<file path="src/design/mba_pkg.sv">
// ----------------------------------------------------------------------------
// mba_pkg
// Shared types and constants of the multichannel block averager.
// ----------------------------------------------------------------------------
package mba_pkg;

    localparam int CHANNELS_DEF      = 8;
    localparam int FRACTION_BITS_DEF = 6;

    localparam int SAMPLE_W    = 10;
    localparam int SUM_W       = 26;
    localparam int COUNT_W     = 16;
    localparam int TIME_W      = 32;
    localparam int AVG_W       = 16;
    localparam int CHAN_OUT_W  = 3;
    localparam int CFG_DATA_W  = 16;
    localparam int CFG_INDEX_W = 2;

    localparam logic [SUM_W-1:0]   SUM_MAX   = {SUM_W{1'b1}};
    localparam logic [COUNT_W-1:0] COUNT_MAX = {COUNT_W{1'b1}};
    localparam logic [AVG_W-1:0]   AVG_MAX   = {AVG_W{1'b1}};

    localparam logic [CFG_INDEX_W-1:0] CFG_WINDOW_MODE        = 2'd0;
    localparam logic [CFG_INDEX_W-1:0] CFG_SAMPLES_PER_WINDOW = 2'd1;
    localparam logic [CFG_INDEX_W-1:0] CFG_WINDOW_MS          = 2'd2;

    localparam logic [CFG_DATA_W-1:0] SAMPLES_PER_WINDOW_RST = 16'd16;
    localparam logic [CFG_DATA_W-1:0] WINDOW_MS_RST          = 16'd100;

    typedef enum logic [1:0] {
        S_IDLE,
        S_EVAL,
        S_DIV,
        S_OUT
    } state_t;

    typedef struct packed {
        logic [SUM_W-1:0]   sum;
        logic [COUNT_W-1:0] count;
        logic [TIME_W-1:0]  start;
    } entry_t;

    typedef struct packed {
        logic busy;
        logic done;
    } div_status_t;

endpackage

</file>
<file path="src/design/mba_state_mem.sv">
// ----------------------------------------------------------------------------
// mba_state_mem
// Per-channel window state: sum, count and start time, one entry per
// channel, with registered read data and a valid bit per entry.
// ----------------------------------------------------------------------------
module mba_state_mem #(
    parameter int CHANNELS = mba_pkg::CHANNELS_DEF,
    parameter int IDX_W    = (CHANNELS > 1) ? $clog2(CHANNELS) : 1
) (
    input  logic               clk,
    input  logic               rst_n,
    input  logic               rd_en,
    input  logic [IDX_W-1:0]   rd_addr,
    output mba_pkg::entry_t    rd_entry,
    input  logic               wr_en,
    input  logic [IDX_W-1:0]   wr_addr,
    input  mba_pkg::entry_t    wr_entry
);

    mba_pkg::entry_t       mem [CHANNELS];
    logic [CHANNELS-1:0]   valid_reg;
    mba_pkg::entry_t       rd_data_reg;
    logic                  rd_hit_reg;

    always_ff @(posedge clk)
    begin
        if (wr_en)
        begin
            mem[wr_addr] <= wr_entry;
        end
        if (rd_en)
        begin
            rd_data_reg <= mem[rd_addr];
        end
    end

    always_ff @(posedge clk or negedge rst_n)
    begin
        if (!rst_n)
        begin
            valid_reg  <= '0;
            rd_hit_reg <= 1'b0;
        end
        else
        begin
            if (wr_en)
            begin
                valid_reg[wr_addr] <= 1'b1;
            end
            if (rd_en)
            begin
                rd_hit_reg <= valid_reg[rd_addr];
            end
        end
    end

    assign rd_entry = rd_hit_reg ? rd_data_reg : '0;

endmodule

</file>
<file path="src/design/mba_divider.sv">
// ----------------------------------------------------------------------------
// mba_divider
// Restoring divider producing one quotient bit per cycle.
// ----------------------------------------------------------------------------
module mba_divider #(
    parameter int DIVIDEND_W = mba_pkg::SUM_W + mba_pkg::FRACTION_BITS_DEF
) (
    input  logic                         clk,
    input  logic                         rst_n,
    input  logic                         start,
    input  logic [DIVIDEND_W-1:0]        dividend,
    input  logic [mba_pkg::COUNT_W-1:0]  divisor,
    output mba_pkg::div_status_t         status,
    output logic [DIVIDEND_W-1:0]        quotient
);

    localparam int CNT_W = $clog2(DIVIDEND_W + 1);
    localparam int REM_W = mba_pkg::COUNT_W + 1;

    logic                          busy_reg;
    logic                          done_reg;
    logic [CNT_W-1:0]              step_reg;
    logic [DIVIDEND_W-1:0]         dvd_reg;
    logic [mba_pkg::COUNT_W-1:0]   rem_reg;
    logic [mba_pkg::COUNT_W-1:0]   dvs_reg;
    logic [REM_W-1:0]              trial;
    logic [REM_W-1:0]              diff;
    logic                          qbit;

    always_comb
    begin
        trial = {rem_reg, dvd_reg[DIVIDEND_W-1]};
        diff  = trial - {1'b0, dvs_reg};
        qbit  = (trial >= {1'b0, dvs_reg});
    end

    always_ff @(posedge clk or negedge rst_n)
    begin
        if (!rst_n)
        begin
            busy_reg <= 1'b0;
            done_reg <= 1'b0;
            step_reg <= '0;
        end
        else
        begin
            done_reg <= 1'b0;
            if (start)
            begin
                busy_reg <= 1'b1;
                step_reg <= '0;
            end
            else if (busy_reg)
            begin
                step_reg <= step_reg + 1'b1;
                if (step_reg == CNT_W'(DIVIDEND_W - 1))
                begin
                    busy_reg <= 1'b0;
                    done_reg <= 1'b1;
                end
            end
        end
    end

    always_ff @(posedge clk)
    begin
        if (start)
        begin
            dvd_reg <= dividend;
            dvs_reg <= divisor;
            rem_reg <= '0;
        end
        else if (busy_reg)
        begin
            dvd_reg <= {dvd_reg[DIVIDEND_W-2:0], qbit};
            rem_reg <= qbit ? diff[mba_pkg::COUNT_W-1:0] : trial[mba_pkg::COUNT_W-1:0];
        end
    end

    assign status.busy = busy_reg;
    assign status.done = done_reg;
    assign quotient    = dvd_reg;

endmodule

</file>
<file path="src/design/multichannel_block_averager.sv">
// ----------------------------------------------------------------------------
// multichannel_block_averager
// A call that does not close a window passes from S_IDLE through S_EVAL; the idle
// slot only returns the pointer to channel zero. A closing call with samples runs
// S_EVAL, S_DIV (the bit-serial divider) and S_OUT; an empty window skips S_DIV.
// The per-channel state sits in one memory with a registered read port.
// Reset clears the pointer, state, configuration and output valid, and invalidates all window state at once.
// ----------------------------------------------------------------------------
module multichannel_block_averager #(
    parameter int CHANNELS      = mba_pkg::CHANNELS_DEF,
    parameter int FRACTION_BITS = mba_pkg::FRACTION_BITS_DEF
) (
    input  logic                              clk,
    input  logic                              rst_n,
    input  logic                              in_valid,
    output logic                              in_ready,
    input  logic [mba_pkg::SAMPLE_W-1:0]      sample,
    input  logic [mba_pkg::TIME_W-1:0]        now_ms,
    output logic                              out_valid,
    input  logic                              out_ready,
    output logic [mba_pkg::CHAN_OUT_W-1:0]    channel,
    output logic [mba_pkg::AVG_W-1:0]         average,
    output logic                              empty_window,
    input  logic                              cfg_we,
    input  logic [mba_pkg::CFG_INDEX_W-1:0]   cfg_index,
    input  logic [mba_pkg::CFG_DATA_W-1:0]    cfg_data
);

    localparam int PTR_W      = $clog2(CHANNELS + 1);
    localparam int IDX_W      = (CHANNELS > 1) ? $clog2(CHANNELS) : 1;
    localparam int DIVIDEND_W = mba_pkg::SUM_W + FRACTION_BITS;

    mba_pkg::state_t                   state_reg;
    mba_pkg::state_t                   state_next;
    logic [PTR_W-1:0]                  ptr_reg;
    logic [IDX_W-1:0]                  ch_reg;
    logic [mba_pkg::SAMPLE_W-1:0]      sample_reg;
    logic [mba_pkg::TIME_W-1:0]        now_reg;

    logic                              mode_reg;
    logic [mba_pkg::COUNT_W-1:0]       spw_reg;
    logic [mba_pkg::CFG_DATA_W-1:0]    wms_reg;

    logic                              res_empty_reg;
    logic [mba_pkg::AVG_W-1:0]         res_avg_reg;
    logic                              out_valid_reg;
    logic [mba_pkg::CHAN_OUT_W-1:0]    channel_reg;
    logic [mba_pkg::AVG_W-1:0]         average_reg;
    logic                              empty_reg;

    logic                              accept;
    logic                              idle_slot;
    logic                              rd_en;
    mba_pkg::entry_t                   rd_entry;
    logic                              wr_en;
    mba_pkg::entry_t                   wr_entry;
    logic                              close;
    logic [mba_pkg::TIME_W-1:0]        elapsed;
    logic [mba_pkg::SUM_W:0]           sum_add;
    logic                              div_start;
    mba_pkg::div_status_t              div_status;
    logic [DIVIDEND_W-1:0]             quotient;
    logic [mba_pkg::AVG_W-1:0]         quot_sat;
    logic                              load_out;

    assign in_ready  = (state_reg == mba_pkg::S_IDLE);
    assign accept    = in_valid && in_ready;
    assign idle_slot = (ptr_reg == PTR_W'(CHANNELS));
    assign rd_en     = accept && !idle_slot;

    mba_state_mem #(
        .CHANNELS (CHANNELS),
        .IDX_W    (IDX_W)
    ) u_mem (
        .clk      (clk),
        .rst_n    (rst_n),
        .rd_en    (rd_en),
        .rd_addr  (ptr_reg[IDX_W-1:0]),
        .rd_entry (rd_entry),
        .wr_en    (wr_en),
        .wr_addr  (ch_reg),
        .wr_entry (wr_entry)
    );

    mba_divider #(
        .DIVIDEND_W (DIVIDEND_W)
    ) u_div (
        .clk      (clk),
        .rst_n    (rst_n),
        .start    (div_start),
        .dividend (DIVIDEND_W'(rd_entry.sum) << FRACTION_BITS),
        .divisor  (rd_entry.count),
        .status   (div_status),
        .quotient (quotient)
    );

    assign quot_sat = (|quotient[DIVIDEND_W-1:mba_pkg::AVG_W]) ? mba_pkg::AVG_MAX
                                                              : quotient[mba_pkg::AVG_W-1:0];

    always_comb
    begin
        elapsed = now_reg - rd_entry.start;
        sum_add = {1'b0, rd_entry.sum} + (mba_pkg::SUM_W + 1)'(sample_reg);
        if (mode_reg)
        begin
            close = (elapsed > mba_pkg::TIME_W'(wms_reg));
        end
        else
        begin
            close = (rd_entry.count >= spw_reg);
        end
    end

    always_comb
    begin
        state_next = state_reg;
        wr_en      = 1'b0;
        wr_entry   = rd_entry;
        div_start  = 1'b0;
        load_out   = 1'b0;
        unique case (state_reg)
            mba_pkg::S_IDLE:
            begin
                if (rd_en)
                begin
                    state_next = mba_pkg::S_EVAL;
                end
            end
            mba_pkg::S_EVAL:
            begin
                wr_en = 1'b1;
                if (close)
                begin
                    wr_entry.sum   = '0;
                    wr_entry.count = '0;
                    if (mode_reg)
                    begin
                        wr_entry.start = now_reg;
                    end
                    if (rd_entry.count == '0)
                    begin
                        state_next = mba_pkg::S_OUT;
                    end
                    else
                    begin
                        div_start  = 1'b1;
                        state_next = mba_pkg::S_DIV;
                    end
                end
                else
                begin
                    if (rd_entry.count < mba_pkg::COUNT_MAX)
                    begin
                        wr_entry.sum = sum_add[mba_pkg::SUM_W] ? mba_pkg::SUM_MAX
                                                               : sum_add[mba_pkg::SUM_W-1:0];
                        wr_entry.count = rd_entry.count + 1'b1;
                    end
                    state_next = mba_pkg::S_IDLE;
                end
            end
            mba_pkg::S_DIV:
            begin
                if (div_status.done)
                begin
                    state_next = mba_pkg::S_OUT;
                end
            end
            mba_pkg::S_OUT:
            begin
                if (!out_valid_reg || out_ready)
                begin
                    load_out   = 1'b1;
                    state_next = mba_pkg::S_IDLE;
                end
            end
            default:
            begin
                state_next = mba_pkg::S_IDLE;
            end
        endcase
    end

    always_ff @(posedge clk or negedge rst_n)
    begin
        if (!rst_n)
        begin
            state_reg     <= mba_pkg::S_IDLE;
            ptr_reg       <= '0;
            mode_reg      <= 1'b0;
            spw_reg       <= mba_pkg::SAMPLES_PER_WINDOW_RST;
            wms_reg       <= mba_pkg::WINDOW_MS_RST;
            out_valid_reg <= 1'b0;
        end
        else
        begin
            state_reg <= state_next;
            if (accept)
            begin
                ptr_reg <= idle_slot ? '0 : ptr_reg + 1'b1;
            end
            if (cfg_we)
            begin
                unique case (cfg_index)
                    mba_pkg::CFG_WINDOW_MODE:        mode_reg <= cfg_data[0];
                    mba_pkg::CFG_SAMPLES_PER_WINDOW: spw_reg  <= cfg_data;
                    mba_pkg::CFG_WINDOW_MS:          wms_reg  <= cfg_data;
                    default:                         mode_reg <= mode_reg;
                endcase
            end
            if (load_out)
            begin
                out_valid_reg <= 1'b1;
            end
            else if (out_ready)
            begin
                out_valid_reg <= 1'b0;
            end
        end
    end

    always_ff @(posedge clk)
    begin
        if (rd_en)
        begin
            ch_reg     <= ptr_reg[IDX_W-1:0];
            sample_reg <= sample;
            now_reg    <= now_ms;
        end
        if (state_reg == mba_pkg::S_EVAL)
        begin
            res_empty_reg <= 1'b1;
            res_avg_reg   <= '0;
        end
        else if (state_reg == mba_pkg::S_DIV && div_status.done)
        begin
            res_empty_reg <= 1'b0;
            res_avg_reg   <= quot_sat;
        end
        if (load_out)
        begin
            channel_reg <= mba_pkg::CHAN_OUT_W'(ch_reg);
            average_reg <= res_avg_reg;
            empty_reg   <= res_empty_reg;
        end
    end

    assign out_valid    = out_valid_reg;
    assign channel      = channel_reg;
    assign average      = average_reg;
    assign empty_window = empty_reg;

    a_div_only_in_div: assert property (@(posedge clk) disable iff (!rst_n)
        div_status.busy |-> (state_reg == mba_pkg::S_DIV))
        else $error("Divider busy outside the divide state.");

    a_idle_slot_wraps: assert property (@(posedge clk) disable iff (!rst_n)
        (accept && idle_slot) |=> (ptr_reg == '0 && state_reg == mba_pkg::S_IDLE))
        else $error("Idle slot did not return the pointer to channel zero.");

    a_empty_is_zero: assert property (@(posedge clk) disable iff (!rst_n)
        (out_valid && empty_window) |-> (average == '0))
        else $error("Empty window transaction carries a nonzero average.");

    a_out_from_out_state: assert property (@(posedge clk) disable iff (!rst_n)
        $rose(out_valid) |-> $past(state_reg == mba_pkg::S_OUT))
        else $error("Result appeared without passing the output state.");

endmodule
</file>
<file path="config.mk">
export PLATFORM = sky130hd
export DESIGN_NAME = multichannel_block_averager
export DESIGN_NICKNAME = d
export VERILOG_FILES = /design/src/design/mba_pkg.sv /design/src/design/mba_state_mem.sv /design/src/design/mba_divider.sv /design/src/design/multichannel_block_averager.sv
export SDC_FILE = /design/constraint.sdc
export NUM_CORES = 1
export LEC_CHECK = 0
export BUFFER_PORTS_ARGS = -buffer_cell sky130_fd_sc_hd__buf_2
export CAP_MARGIN = 20
export CORE_MARGIN = 2
export CORE_UTILIZATION = 35
export DETAILED_ROUTE_END_ITERATION = 10
export GPL_TIMING_DRIVEN = 0
export PLACE_DENSITY = 0.46
export SLEW_MARGIN = 20
export SYNTH_ARGS = -nofsm -noshare
export SYNTH_HDL_FRONTEND = slang
export SYNTH_HIERARCHICAL = 1
export SYNTH_SLANG_ARGS = --single-unit
</file>
<file path="constraint.sdc">
create_clock -name clk -period 22.5 [get_ports clk]
set_clock_uncertainty 0.1 [all_clocks]
set_input_delay 3.375 -clock clk [delete_from_list [all_inputs] [get_ports clk]]
set_output_delay 3.375 -clock clk [all_outputs]
set_load 0.01 [all_outputs]
</file>
==> Word-level counts from Yosys, hierarchy flattened <==
Memories as Yosys holds them, arrays and structs flattened. A register that Yosys moved wholly into a read port is not among the register bits.
Cells that the tools add are included.
{ "classes": {"n_addsub": 6, "mul": 0, "div_mod_pow": 0, "n_lt_le_gt_ge": 7, "n_eq_ne": 10, "shift": 0, "n_mux": 41, "n_bitwise": 1, "n_reduce_logical": 17} }
{ "op_table": {"columns": ["cell", "n"], "rows": [
  ["2-to-1 mux 74 bit", 2],
  ["2-to-1 mux 32 bit", 4],
  ["2-to-1 mux 42 bit", 2],
  ["greater-than comparator 32 x 16 -> 1 bit", 1],
  ["2-to-1 mux 16 bit", 2],
  ["subtractor 32 bit", 1],
  ["adder 26 x 10 -> 27 bit", 1],
  ["2-to-1 mux 26 bit", 1],
  ["2-to-1 mux 1 bit", 20],
  ["greater-or-equal comparator 17 x 16 -> 1 bit", 1],
  ["adder 16 x 1 -> 16 bit (second input constant)", 1],
  ["greater-or-equal comparator 16 bit", 1],
  ["zero test 16 bit", 1],
  ["less-than comparator 16 bit (second input constant)", 1],
  ["OR reduction 16 bit", 1],
  ["subtractor 16 bit", 1],
  ["2-to-1 mux 6 bit", 2],
  ["less-than comparator 3 x 4 -> 1 bit (second input constant)", 2],
  ["2-to-1 mux 2 bit", 4],
  ["bitwise OR 8 bit", 1],
  ["one-hot mux 2 bit (4 select lines)", 1],
  ["adder 6 x 1 -> 6 bit (second input constant)", 1],
  ["== test 2 bit (second input constant)", 3],
  ["== test 6 x 5 -> 1 bit (second input constant)", 1],
  ["other kinds (16)", 26]
]} }
{ "word_totals": {"reg_bits": 203, "latch_bits": 0, "ramBits": 592, "rom_bits": 0, "inputBits": 65, "out_inout_bits": 22, "word_cells": 106, "mem_count": 1} }
{ "memory_table": {"columns": ["memory", "words", "word_bits", "read_ports", "rd_clocked_by_memory_dff", "write_ports", "line_no", "rtl"], "rows": [
  ["u_mem.mem", 8, 74, 1, 1, 1, "mba_state_mem.sv:20", "mba_pkg::entry_t mem [CHANNELS];"]
]} }

==> Longest topological paths before layout <==
{ "logic_depth": {"depth_word": 7, "ltp_mapped": 26, "depth_no_buf": 23} }

==> Cells and area by module <==
Netlist, hierarchy kept.
{ "modules_own_cells": {"columns": ["mod", "n_inst", "cells_each", "area_each_um2", "seq_area_each_um2"], "rows": [
  ["mba_state_mem", 1, 1049, 25320.5, 20224.4],
  ["multichannel_block_averager", 1, 946, 8887.3, 3298.2],
  ["mba_divider", 1, 338, 3847.4, 1961.9]
]} }

==> Worst setup path before layout <==
No wires, ideal clock.
{ "synth_timing": {"kind": "input -> register", "start": "in in_valid", "end": "reg ptr_reg[0]", "setup_ps": 113, "t_arrival_ps": 10442, "required_time_ps": 22287, "setup_slack_ps": 11846, "path_stages": 3, "path_buffers": 0, "path_cell_list": "nand2_1 a31oi_1 mux2_2"} }
{ "synth_via": {"elab_chain_cells": 1} }
{ "synth_lines": {"columns": ["element", "line_no", "rtl"], "rows": [
  ["start: declaration", "multichannel_block_averager.sv:15", "input logic in_valid,"],
  ["logical AND 1 bit", "multichannel_block_averager.sv:67", "assign accept = in_valid && in_ready;"],
  ["end signal: assignment", "multichannel_block_averager.sv:199", "ptr_reg <= idle_slot ? '0 : ptr_reg + 1'b1;"],
  ["end: declaration", "multichannel_block_averager.sv:35", "logic [PTR_W-1:0] ptr_reg;"]
]} }
Every way passes these cells.
A chain may end at the register's enable or synchronous reset.

==> flow_metrics.env <==
export IMPL_status="completed"
export IMPL_crit_path_max_fanout=32
export IMPL_initial_core_util_pct=35.4
export IMPL_max_vdd_ir_drop_mv=0.0612
export IMPL_cp_cell_sequence="clkbuf_1 > and2_1 > ha_1 > fa_1 > nand2b_1 > a21oi_2 > o21ai_0 > nand2_1 > xor2_1 > ha_1 > and3_1 > nand3_1 > nor4_1 > o2111ai_1 > a2111oi_0 > nand4_1 > nor4_4 > nor3_2 > and2_1 > clkbuf_1 > nor2_1 > clkbuf_1 > inv_2"
export IMPL_critPathBufInv=4
export IMPL_wire_per_inst_um=23.7
export IMPL_rr_endpoint="u_div/quotient[31]$_DFFE_PP_"
export IMPL_fill_cells=9743
export IMPL_grt_pass1_vias=22042
export IMPL_power_density_mw_per_mm2=135
export IMPL_area_growth_pct=16.7
export IMPL_drv_slew=0
export IMPL_vias=21227
export IMPL_clk_latency_ns=0.67
export IMPL_rsz0062_at_grt="no"
export IMPL_grt_pass1_wl_mm=143
export IMPL_fp_dieH_um=334
export IMPL_ys_warn_count=6
export IMPL_firstDrtPassIters=5
export IMPL_reg2reg_depth=23
export IMPL_power_uw=6000
export IMPL_drc=0
export IMPL_cts_inserted_buffers=95
export IMPL_drt_iter0_drc=1558
export IMPL_finalWeightedCongestion=0.865
export IMPL_grtUsageTotal_pct=17.3
export IMPL_seqCellArea_mm2=0.0255
export IMPL_ioPinCount=87
export IMPL_cp_end_kind="flop"
export IMPL_cts_root_buffer="clkbuf_16"
export IMPL_cp_start_kind="flop"
export IMPL_final_antenna_net_count=0
export IMPL_fin_crit_sh_pct=37.9
export IMPL_cp_required_ns=22.69
export IMPL_fmax_ghz=0.117
export IMPL_finalSetupTns_ns=0
export IMPL_final_nets=2745
export IMPL_max_stage_delay_ns=0.80
export IMPL_instances_no_fill=4062
export IMPL_dp_cells=3888
export IMPL_grt_max_degree=58
export IMPL_clock_path_buffers=3
export IMPL_port_buffers=86
export IMPL_setup_viol=0
export IMPL_dieArea_mm2=0.111
export IMPL_r2r_setup_slack_ns=13.98
export IMPL_crit_start="u_mem/rd_hit_reg$_DFFE_PN0P_"
export IMPL_numClockSinks=869
export IMPL_hold_buffers=0
export IMPL_crit_arrival_ns=8.72
export IMPL_avgSynthCellArea_um2=16.3
export IMPL_htreeDepth=3
export IMPL_min_path_type="flop to flop"
export IMPL_cp_slowest_cell="nor4_4"
export IMPL_p_leak_uw=0.0155
export IMPL_reg2reg_from="u_mem/rd_hit_reg$_DFFE_PN0P_"
export IMPL_drive_gt1_share_pct=25.6
export IMPL_coreArea_mm2=0.108
export IMPL_grt_remaining_overflow=0
export IMPL_cp_endpoint="u_div/quotient[31]$_DFFE_PP_"
export IMPL_largest_register_ffs=592
export IMPL_worstMarginPinSlew_ns=1.11
export IMPL_multi_input_area_mm2=0.0118
export IMPL_hold_ws_ns=0.326
export IMPL_post_cts_buffers=0
export IMPL_cts_tree="built"
export IMPL_crit_family="simple AND/OR/NAND/NOR gates"
export IMPL_dpl_hpwl_mm=67.4
export IMPL_rows=120
export IMPL_synthCells=2332
export IMPL_netlist_area_mm2=0.0380
export IMPL_period_needed_ns=8.52
export IMPL_wl_mm=96.3
export IMPL_postLayoutCoreUtil_pct=41.3
export IMPL_cts_resized=0
export IMPL_critPathKind="flop to flop"
export IMPL_maxCapViolations=0
export IMPL_crit_path_frequent_cell="clkbuf_1"
export IMPL_finalHoldViolCount=0
export IMPL_antenna_found_initial=2
export IMPL_maxSlewHeadroom_pct=25.4
export IMPL_cp_depth=23
export IMPL_path_clk_slew_ns=0.06
export IMPL_vias_per_cell=5.23
export IMPL_die_w_um=334
==> power by group <==
part | switching, µW | leakage (µW) | total (µW) | internal (µW)
Combinational | 1260 | 0.00589 | 2180 | 919
Sequential | 104 | 0.00815 | 2320 | 2220
Clock | 629 | 0.00145 | 1500 | 869
Total | 1990 | 0.0155 | 6000 | 4010
==> routing by layer <==
metal	vias to the layer above	GRT usage (%)	share of wire, %
met5	-	0	0
met4	0	4.11	2.0
met3	131	2.85	4.2
met2	462	27.7	47
met1	10995	24.8	47
li1	9639	-	-
==> layout by cell type (no fill, tap or decap), types with 81 or more instances in the layout <==
| master | count |
|---|---|
| nand2_1 | 81 |
| ha_1 | 94 |
| inv_1 | 102 |
| buf_2 | 109 |
| mux2_2 | 142 |
| edfxtp_1 | 779 |
| nor2_1 | 128 |
| clkbuf_16 | 96 |
| and2_1 | 87 |
| mux4_2 | 149 |
==> per-stage QoR <==
step,instance area (µm²),worst slack [ns]
2_1_floorplan,38100,11.85
3_3_place_gp,40300,5.13
3_5_place_dp,41400,13.81
4_1_cts,44400,13.78
5_1_grt,44400,13.29
6_report,44400,13.98
==> worst min-delay path by stage <==
stage | start | endpoint | slack [ns] | depth (start not counted)
finish | res_avg_reg[1]$_SDFFE_PP0P_ | average[1]$_DFFE_PP_ | 0.33 | 0
detailed placement | res_avg_reg[2]$_SDFFE_PP0P_ | average[2]$_DFFE_PP_ | 0.31 | 0
floorplan | res_empty_reg$_SDFFE_PP1P_ | empty_window$_DFFE_PP_ | 0.30 | 0
global route | res_avg_reg[1]$_SDFFE_PP0P_ | average[1]$_DFFE_PP_ | 0.32 | 0
CTS | res_avg_reg[1]$_SDFFE_PP0P_ | average[1]$_DFFE_PP_ | 0.32 | 0
global placement | res_avg_reg[4]$_SDFFE_PP0P_ | average[4]$_DFFE_PP_ | 0.32 | 0
==> final cells by class <==
type,count,area share [%]
Inverter,104,0.879
Timing Repair Buffer,149,3.32
Antenna cell,1,0.00564
Clock inverter,54,1.09
Tap cell,1403,3.95
Multi-Input combinational cell,1273,26.6
Buffer,91,1.08
Sequential cell,869,57.4
Clock buffer,118,5.64
(Power assumes the default switching activity.)
